$ cat src/werm_pkg.sv
// ----------------------------------------------------------------------------
// werm_pkg
// Shared constants, request codes and divider interface types for the
// windowed event rate meter.
// ----------------------------------------------------------------------------
`default_nettype none

package werm_pkg;

	// Ring geometry
	localparam int WINDOW_DEPTH = 256;
	localparam int ADDR_W       = $clog2(WINDOW_DEPTH);
	localparam int FILL_W       = ADDR_W + 1;

	// Field widths
	localparam int TS_W   = 63;
	localparam int INT_W  = 32;
	localparam int RATE_W = 48;
	localparam int ENT_W  = 9;

	// Event count in a rate is at most WINDOW_DEPTH-1
	localparam int CNT_W = ADDR_W;

	// One second in Q16 microseconds: 1e6 * 65536
	localparam int               USQ_W   = 36;
	localparam logic [USQ_W-1:0] US_Q16  = 36'd65536000000;

	// Dividend = count * US_Q16, quotient never wider than this
	localparam int DVD_W  = CNT_W + USQ_W;
	localparam int STEP_W = $clog2(DVD_W);

	// Request codes
	localparam logic [1:0] ACT_ADD   = 2'd0;
	localparam logic [1:0] ACT_WIN   = 2'd1;
	localparam logic [1:0] ACT_IVL   = 2'd2;
	localparam logic [1:0] ACT_CLEAR = 2'd3;

	// Divider start request
	typedef struct packed {
		logic             start;
		logic [DVD_W-1:0] dividend;
		logic [TS_W-1:0]  divisor;
	} div_req_t;

	// Divider response
	typedef struct packed {
		logic             done;
		logic [DVD_W-1:0] quotient;
	} div_rsp_t;

endpackage

`default_nettype wire

$ cat src/werm_div.sv
// ----------------------------------------------------------------------------
// werm_div
// Restoring radix-2 divider, one quotient bit per cycle. Divisor must be
// nonzero; done pulses in the cycle after the last step, with the quotient.
// ----------------------------------------------------------------------------
`default_nettype none

module werm_div
	import werm_pkg::*;
(
	input  wire logic     clk,
	input  wire logic     arst_n,
	input  wire div_req_t req,
	output div_rsp_t      rsp
);

	logic              busy_q;
	logic              done_q;
	logic [STEP_W-1:0] step_q;
	logic [TS_W-1:0]   rem_q;
	logic [TS_W-1:0]   dsr_q;
	logic [DVD_W-1:0]  quo_q;

	logic [TS_W:0]     rem_sh;
	logic [TS_W+1:0]   diff;
	logic              fits;

	// Trial subtract of the shifted partial remainder
	assign rem_sh = {rem_q, quo_q[DVD_W-1]};
	assign diff   = {1'b0, rem_sh} - {2'b00, dsr_q};
	assign fits   = !diff[TS_W+1];

	// Control
	always_ff @(posedge clk or negedge arst_n) begin
		if (!arst_n) begin
			busy_q <= 1'b0;
			done_q <= 1'b0;
			step_q <= '0;
		end else begin
			done_q <= 1'b0;
			if (req.start) begin
				busy_q <= 1'b1;
				step_q <= '0;
			end else if (busy_q) begin
				step_q <= step_q + STEP_W'(1);
				if (step_q == STEP_W'(DVD_W - 1)) begin
					busy_q <= 1'b0;
					done_q <= 1'b1;
				end
			end
		end
	end

	// Datapath
	always_ff @(posedge clk) begin
		if (req.start) begin
			rem_q <= '0;
			dsr_q <= req.divisor;
			quo_q <= req.dividend;
		end else if (busy_q) begin
			rem_q <= fits ? diff[TS_W-1:0] : rem_sh[TS_W-1:0];
			quo_q <= {quo_q[DVD_W-2:0], fits};
		end
	end

	assign rsp.done     = done_q;
	assign rsp.quotient = quo_q;

endmodule

`default_nettype wire

$ cat config.mk
export PLATFORM = sky130hd
export DESIGN_NAME = werm_div
export DESIGN_NICKNAME = d
export VERILOG_FILES = /design/src/werm_pkg.sv /design/src/werm_div.sv
export SDC_FILE = /design/constraint.sdc
export NUM_CORES = 1
export LEC_CHECK = 0
export BUFFER_PORTS_ARGS = -buffer_cell sky130_fd_sc_hd__buf_2
export CAP_MARGIN = 20
export CORE_AREA = 2 2 153 155
export CTS_BUF_LIST = sky130_fd_sc_hd__clkbuf_4
export DETAILED_ROUTE_END_ITERATION = 10
export DIE_AREA = 0 0 155 157
export PLACE_DENSITY_LB_ADDON = 0.25
export RECOVER_POWER = 25
export SLEW_MARGIN = 20
export SYNTH_ARGS = -nofsm -noshare
export SYNTH_HDL_FRONTEND = slang
export SYNTH_SLANG_ARGS = --single-unit
$ cat constraint.sdc
create_clock -name clk -period 5.4 [get_ports clk]
set_input_delay 1.35 -clock clk [delete_from_list [all_inputs] [get_ports clk]]
set_output_delay 1.35 -clock clk [all_outputs]
set_load 0.02 [all_outputs]
-- After elaboration in Yosys (flattened, before gate mapping)
Index checks and enable logic that the tools add are counted.
W data, S select, Z words.
- output and inout port bits: 45
- register bits after elaboration: 178
- input port bits: 110
- reduce and logical (&&, ||, !) cells: 2
- $add $sub $neg: 2
- eq/ne operators: 1
- muxes and demuxes: 11
- operators by type and width (operator ; number):
    $mux W44 ; 2
    $sub A64 B63 Y65 ; 1
    $mux W63 ; 1
    $mux W6 ; 2
    $add A6 B1 Y6 const B ; 1
    $eq A6 B6 Y1 const B ; 1
    $mux W1 ; 6
    $reduce_bool A2 Y1 ; 1
    $logic_not A1 Y1 ; 1

-- Logic depth before layout (Yosys ltp)
Gate-level depths: netlist of run 1.
- word-level depth: 4
- gate-level depth with buffers: 15
- gate-level depth less buffers: 13

-- Worst setup path before layout of run 1
No wires, ideal clock.
- path kind: register -> register
- from: register quo_q[43]
- to: register rem_q[59]
- stages on the path, launching flop included: 14
- library setup time: 137 ps
- slack: 1943 ps
- data required time: 5263 ps
- buffers on the path: 0
- arrival: 3320 ps
- clock period less this slack: 3457 ps
- cells stage by stage: edfxtp_1 -> inv_1 -> ha_1 -> fa_1 -> and2b_1 -> o21ai_1 -> o21ai_2 -> a31oi_2 -> or4_4 -> a31oi_4 -> nor2_2 -> or4b_1 -> mux2i_1 -> a2111oi_2
- word-level cells in the longest chain between the ends: 2
- RTL lines (element ; line ; RTL):
    from (decl) ; werm_div.sv:22 ; logic [DVD_W-1:0] quo_q;
    from (signal assigned) ; werm_div.sv:59 ; quo_q <= req.dividend;
    from (signal assigned) ; werm_div.sv:62 ; quo_q <= {quo_q[DVD_W-2:0], fits};
    $sub A64 B63 Y65 ; werm_div.sv:30 ; assign diff = {1'b0, rem_sh} - {2'b00, dsr_q};
    $mux W63 ; werm_div.sv:61 ; rem_q <= fits ? diff[TS_W-1:0] : rem_sh[TS_W-1:0];
    to (signal assigned) ; werm_div.sv:61 ;
    to (decl) ; werm_div.sv:20 ; logic [TS_W-1:0] rem_q;
Every way passes these cells.
A chain may end at the register's enable or synchronous reset.

-- Worst setup path in the final report of run 1
Ends and elaborated chain as after synthesis.

==> results.ini, run 1 <==
[outcome]
status=finished, violations left
failed_checks=capacitance limit, slew limit

[yosys]
ys_ff_latch=178
netlist_top_cells_area=edfxtp_1 (29%), dfxtp_1 (11%), ha_1 (7.1%), mux2_2 (4.6%), nand2_1 (4.2%)
ys_types=87
syn_nets=1352
synth_area_per_cell_um2=9.55
synth_top_area_share_pct=28.6
synth.largest_area_cell=edfxtp_1
yosys_most_used_dff=edfxtp_1
synth_common_cells=nand2_1 (127), edfxtp_1 (107), nor2_1 (103)
synth_area_mm2=0.0112
seq_area_frac_synth_pct=41.6
ys_warn_count=0
synth_cells=1177
synth_most_common_cell=nand2_1
synthArstFlopShare_pct=4.49
synth-edff-count=107

[placed_design]
port_buffers=154
routabilityCongestion=0.926
dpl_cell_area_mm2=0.0120
dp_hpwl_um=18800
dpl_worst_slack_ns=1.39

[clock_tree]
cts.clk_slew.worst_paths_ns=0.19
cts_tree=built
ctsHoldBuffers=0
postCtsSetupRepairBufs=0
root_buffer=clkbuf_4
clock_latency_ns=0.63
numClockSinks=178
cts_buffers=17
cts.repair.resized=0
h-tree-depth=4
ctsLongestPathBuffers=2

[sta]
period_needed_ns=4.09
slew_headroom_pct=-75.2
hold_violations=0
fin_crit_sh_pct=75.8
finalMaxSlewViolations=86
fin_ws_ns=1.31
max_slew.worst_pin.slew_ns=2.63
clock.fmax_mhz=244
grt_setup_unrepaired=false
fin_setup_tns_ns=0
fin_skew_ns=0.0318
setup_viol=0

[floorplanning]
num_io_pins=155
core_area_mm2=0.0225
num_rows=55
die_h_um=157
die-width_um=155
dieArea_mm2=0.0243
start_util_pct=49.9

[route]
drt_pass1_iterations=5
drt-initial-drc-count=618
via_per_inst=5.67
drc_errors=0
via_count=9005
wl_met2_um=12400
drt-met1-wl_um=12000
post_drt_wl_per_cell_um=16.4
top_layer=met4
drt_wl_total_um=26100
routed-wl-met3_um=1160
ant_nets=0

[min_path]
min_path_type=reg2reg
holdCritStartpoint=rem_q[43]

[final_layout]
drive_gt1_share_pct=21.3
stdcell_area_mm2=0.0124
nNetsFinal=1462
synthToLayoutAreaGrowth_pct=10.3

[run]
cap_violations=1

[global_route]
grt_pass1_vias=8669
antenna_found_initial=1
grt_pass1_wl_um=42800
grt_max_degree=86
grt_usage_pct=21.6
overflow=0

[power]
p_leak_nw=5.46
ir_drop_mv=0.237
power.density_mw_per_mm2=453

[setup_path]
crit_type=reg2reg
cp-start-kind=flop
critPathRequiredTime_ns=5.81
critPathMaxFanout=40
cp-startpoint=quo_q[43]
cp-end-kind=flop
arrival_ns=4.50
r2r_start=quo_q[43]

## cell type report
type | instances | area [um^2]
Antenna cell | 2 | 5.00
Clock inverter | 15 | 206
Inverter | 84 | 315
Timing Repair Buffer | 161 | 858
Multi-Input combinational cell | 845 | 5850
Clock buffer | 17 | 128
Sequential cell | 178 | 4670
Tap cell | 285 | 357
Fill cell | 1990 | 10100
## power by group
group / leakage, nW / total (mW) / switching (mW) / internal (mW)
clock: 0.174 / 0.851 / 0.610 / 0.241
sequential: 1.70 / 1.91 / 0.197 / 1.71
combinational: 3.58 / 2.85 / 1.69 / 1.15
total: 5.46 / 5.61 / 2.50 / 3.11
## through the flow
step                      hold slack (ns)  cells  power (mW)  utilization [%]
after global routing                0.519   1587        6.02             55.1
after detailed placement            0.479   1552        4.71             53.5
after CTS                           0.497   1584        5.57             55.0
final                               0.495   1587        5.61             55.1
after floorplan                     0.463   1177        4.17                -
after global placement              0.479   1552        4.68             53.5
## registers in the layout (all words and copies together) (netlist names)
signal / cells
busy_q: 1
done_q: 1
dsr_q: 63
quo_q: 44
rem_q: 63
step_q: 6
## layer usage
metal | vias to the layer above | GRT usage, %
met4 | 0 | 6.39
met3 | 41 | 4.21
met1 | 4248 | 28.4
met5 | - | 0
li1 | 4494 | -
met2 | 222 | 36.3
## cell families (layout without fill, tap and decap cells)
| group | Yosys count | count (layout) | synth area share [%] |
|---|---|---|---|
| buffers and inverters | 154 | 277 | 6.39 |
| muxes | 53 | 53 | 5.23 |
| xor gates and xnor gates | 51 | 51 | 3.98 |
| adders and majority gates | 65 | 65 | 7.31 |
| and+or+nand+nor | 343 | 343 | 14.3 |
| AOI/OAI and AO/OA | 333 | 333 | 21.2 |
| other | 0 | 2 | 0 |
| DFF | 178 | 178 | 41.6 |
## path summary, 6_finish.rpt
| check | end | slack (ns) | depth (start not counted) |
|---|---|---|---|
| hold reg to reg | rem_q[44] | 0.50 | 2 |
| setup / recovery | rem_q[59] | 1.31 | 14 |
| hold / removal | rem_q[44] | 0.50 | 2 |
| min in group asynchronous | step_q[2] | 0.61 | 1 |
| setup reg to reg | rem_q[59] | 1.31 | 14 |
| max in group asynchronous | step_q[4] | 4.46 | 1 |
## critical path, cell delays in order (launching register included)
cell	delay, ns
edfxtp_1	0.41
inv_1	0.06
ha_1	0.22
fa_1	0.38
and2b_1	0.22
o21ai_1	0.09
o21ai_2	0.25
a31oi_2	0.18
or4_4	0.61
a31oi_4	0.25
or2_1	0.51
buf_12	0.30
nand3_1	0.10
mux2i_1	0.27
a2111oi_2	0.05
## layout by cell type (no fill, tap or decap), drive strengths merged, types with 10 or more instances in the layout
| cell type | instances |
|---|---|
| buf | 158 |
| nand2 | 127 |
| edfxtp | 107 |
| nor2 | 104 |
| inv | 95 |
| a21oi | 90 |
| ha | 64 |
| dfxtp | 63 |
| o21ai | 53 |
| a21o | 47 |
| mux2 | 46 |
| a311oi | 36 |
| xnor2 | 34 |
| nand4 | 21 |
| a211oi | 20 |
| clkbuf | 20 |
| a31oi | 18 |
| xor2 | 17 |
| nand3 | 16 |
| nor3 | 14 |
| o21bai | 10 |
(Power assumes the default switching activity.)
==> run 2: changes to the inputs <==
==> constraint.sdc (replaced) <==
create_clock -name clk -period 3.3 [get_ports clk]
set_input_delay 0.825 -clock clk [delete_from_list [all_inputs] [get_ports clk]]
set_output_delay 0.825 -clock clk [all_outputs]
set_load 0.02 [all_outputs]
==> results.ini, run 2 (synthesis results as in run 1) <==
[outcome]
status=finished, violations left  ; unchanged
failed_checks=capacitance limit, slew limit  ; unchanged

[final_layout]
layout.cells.non_filler=1635  ; was 1587
multi_input_area_mm2=0.00600  ; was 0.00585 mm^2
seqCellArea_mm2=0.00468  ; was 0.00467 mm^2
n_fill_cell=1972  ; was 1990
largest_registers=dsr_q (63), rem_q (63), quo_q (44)  ; unchanged
drive_gt1_share_pct=26.1  ; was 21.3%
nNetsFinal=1511  ; was 1462
final_cell_mix=buf_2 (152), nand2_1 (127), edfxtp_1 (107)  ; was buf_2 (150), nand2_1 (127), edfxtp_1 (107)
layout_commonest_cell=buf_2  ; unchanged
synthToLayoutAreaGrowth_pct=15.5  ; was 10.3%

[placed_design]
dp_hpwl_um=19500  ; was 18800 um
dpl.cell_count=1593  ; was 1552
port_buffers=154  ; unchanged
routabilityCongestion=0.883  ; was 0.926

[sta]
fin_hold_ws_ns=0.117  ; was 0.495 ns
hold_violations=0  ; unchanged
max_slew.worst_pin.slew_ns=1.77  ; was 2.63 ns
finalMaxSlewViolations=32  ; was 86
slew_headroom_pct=-18.3  ; was -75.2%
fin_crit_sh_pct=99.9  ; was 75.8%
setup_viol=0  ; unchanged
period_needed_ns=3.30  ; was 4.09 ns
fin_skew_ns=0.0377  ; was 0.0318 ns
clock.fmax_mhz=303  ; was 244 MHz
grt_setup_unrepaired=true  ; was false

[power]
p_leak_nw=5.74  ; was 5.46 nW
power.density_mw_per_mm2=754  ; was 453 mW/mm^2
ir_drop_mv=0.345  ; was 0.237 mV
power.total_mw=9.78  ; was 5.61 mW

[setup_path]
cp-start-kind=flop  ; unchanged
critPathRequiredTime_ns=3.80  ; was 5.81 ns
path_cells=ha_2, fa_2, and2b_2, o21ai_2, o21ai_2, a31oi_2, or4_4, a31oi_4, or2_4, buf_12, o2111a_1, a221oi_1, a211oi_1  ; was inv_1, ha_1, fa_1, and2b_1, o21ai_1, o21ai_2, a31oi_2, or4_4, a31oi_4, or2_1, buf_12, nand3_1, mux2i_1, a2111oi_2
crit_type=reg2reg  ; unchanged
max_stage_delay_ns=0.49  ; was 0.61 ns
crit_cells=13  ; was 14
critical_path.top_delay_family=compound AO/OA/AOI/OAI gates  ; was simple AND/OR/NAND/NOR gates
crit_slowest_cell=or4_4  ; unchanged
arrival_ns=3.79  ; was 4.50 ns
cp-end-kind=flop  ; unchanged
critPathMostFrequentCell=o21ai_2
ff2ff_setup_slack_ns=0.003  ; was 1.31 ns
rr_worst_depth=13  ; was 14
crit_buf_inv=1  ; was 2
critPathMaxFanout=22  ; was 40

[floorplanning]
dieArea_mm2=0.0243  ; unchanged
num_rows=55  ; unchanged
die-width_um=155  ; unchanged
die_h_um=157  ; unchanged
core_area_mm2=0.0225  ; unchanged
num_io_pins=155  ; unchanged
start_util_pct=49.9  ; unchanged

[clock_tree]
cts_buffers=17  ; unchanged
clock_latency_ns=0.60  ; was 0.63 ns
cts.clk_slew.worst_paths_ns=0.20  ; was 0.19 ns
numClockSinks=178  ; unchanged
root_buffer=clkbuf_4  ; unchanged
h-tree-depth=4  ; unchanged
ctsLongestPathBuffers=2  ; unchanged
cts_tree=built  ; unchanged

[global_route]
overflow=0  ; unchanged
grt_max_degree=129  ; was 86
grt_pass1_vias=9151  ; was 8669
grt_usage_pct=22.1  ; was 21.6%
grt_pass1_wl_um=44100  ; was 42800 um
antenna_found_initial=0  ; was 1

[route]
drt-initial-drc-count=672  ; was 618
drt_wl_total_um=26700  ; was 26100 um
via_per_inst=5.67  ; about the same
via_count=9277  ; was 9005
drc_errors=0  ; unchanged
post_drt_wl_per_cell_um=16.3  ; was 16.4 um
ant_nets=0  ; unchanged
drt_pass1_iterations=4  ; was 5

[run]
cap_violations=1  ; unchanged

[min_path]
min_path_type=in2async  ; was reg2reg

[run 2: per-stage QoR]
step	setup WS, ns	util (%)	setup TNS (ns)	area (um^2)
final	0.00265	57.7	0	13000
after global routing	-0.117	57.7	-0.752	13000
after CTS	0.0274	56.6	0	12700
after detailed placement	-0.0732	55.0	-0.135	12400
after global placement	0.0504	55.0	0	12400
after floorplan	0.0193	-	0	11200
[run 2: area by class of cell]
cell class	count	area share, %
antenna	1	0.0193
multi-input combinational	845	46.3
inverter	84	2.43
clock buffer	17	0.984
tap	285	2.75
sequential	178	36.1
clock inverter	15	1.55
timing repair buffer	210	9.96
[run 2: metal layers]
layer,vias up,routed length (um),track usage (%)
met4,0,472,4.59
met5,-,0,0
met3,45,1270,4.52
met2,244,12800,38.4
li1,4606,-,-
met1,4382,12200,28.6
[run 2: path summary, 6_finish.rpt]
| kind | startpoint | end |
|---|---|---|
| setup reg to reg | dsr_q[0] | rem_q[46] |
| max in group asynchronous | arst_n | busy_q |
| min in group clk | req[51] | dsr_q[51] |
| setup / recovery | dsr_q[0] | rem_q[46] |
| hold / removal | arst_n | done_q |
| hold reg to reg | rem_q[48] | rem_q[48] |
[run 2: timing repair]
action | CTS | global route
pin swaps | 9 | 13
gates cloned | 0 | 1
buffers inserted | 1 | 7
setup endpoints to repair | 15 | 40
hold buffers | 0 | 0
resized for setup | 5 | 35
[run 2: power by group]
group / internal (mW) / switching [mW] / leakage, nW / total, mW
clock network: 0.394 / 0.985 / 0.173 / 1.38
registers: 2.80 / 0.316 / 1.70 / 3.12
logic: 2.31 / 2.97 / 3.86 / 5.28
total: 5.51 / 4.27 / 5.74 / 9.78
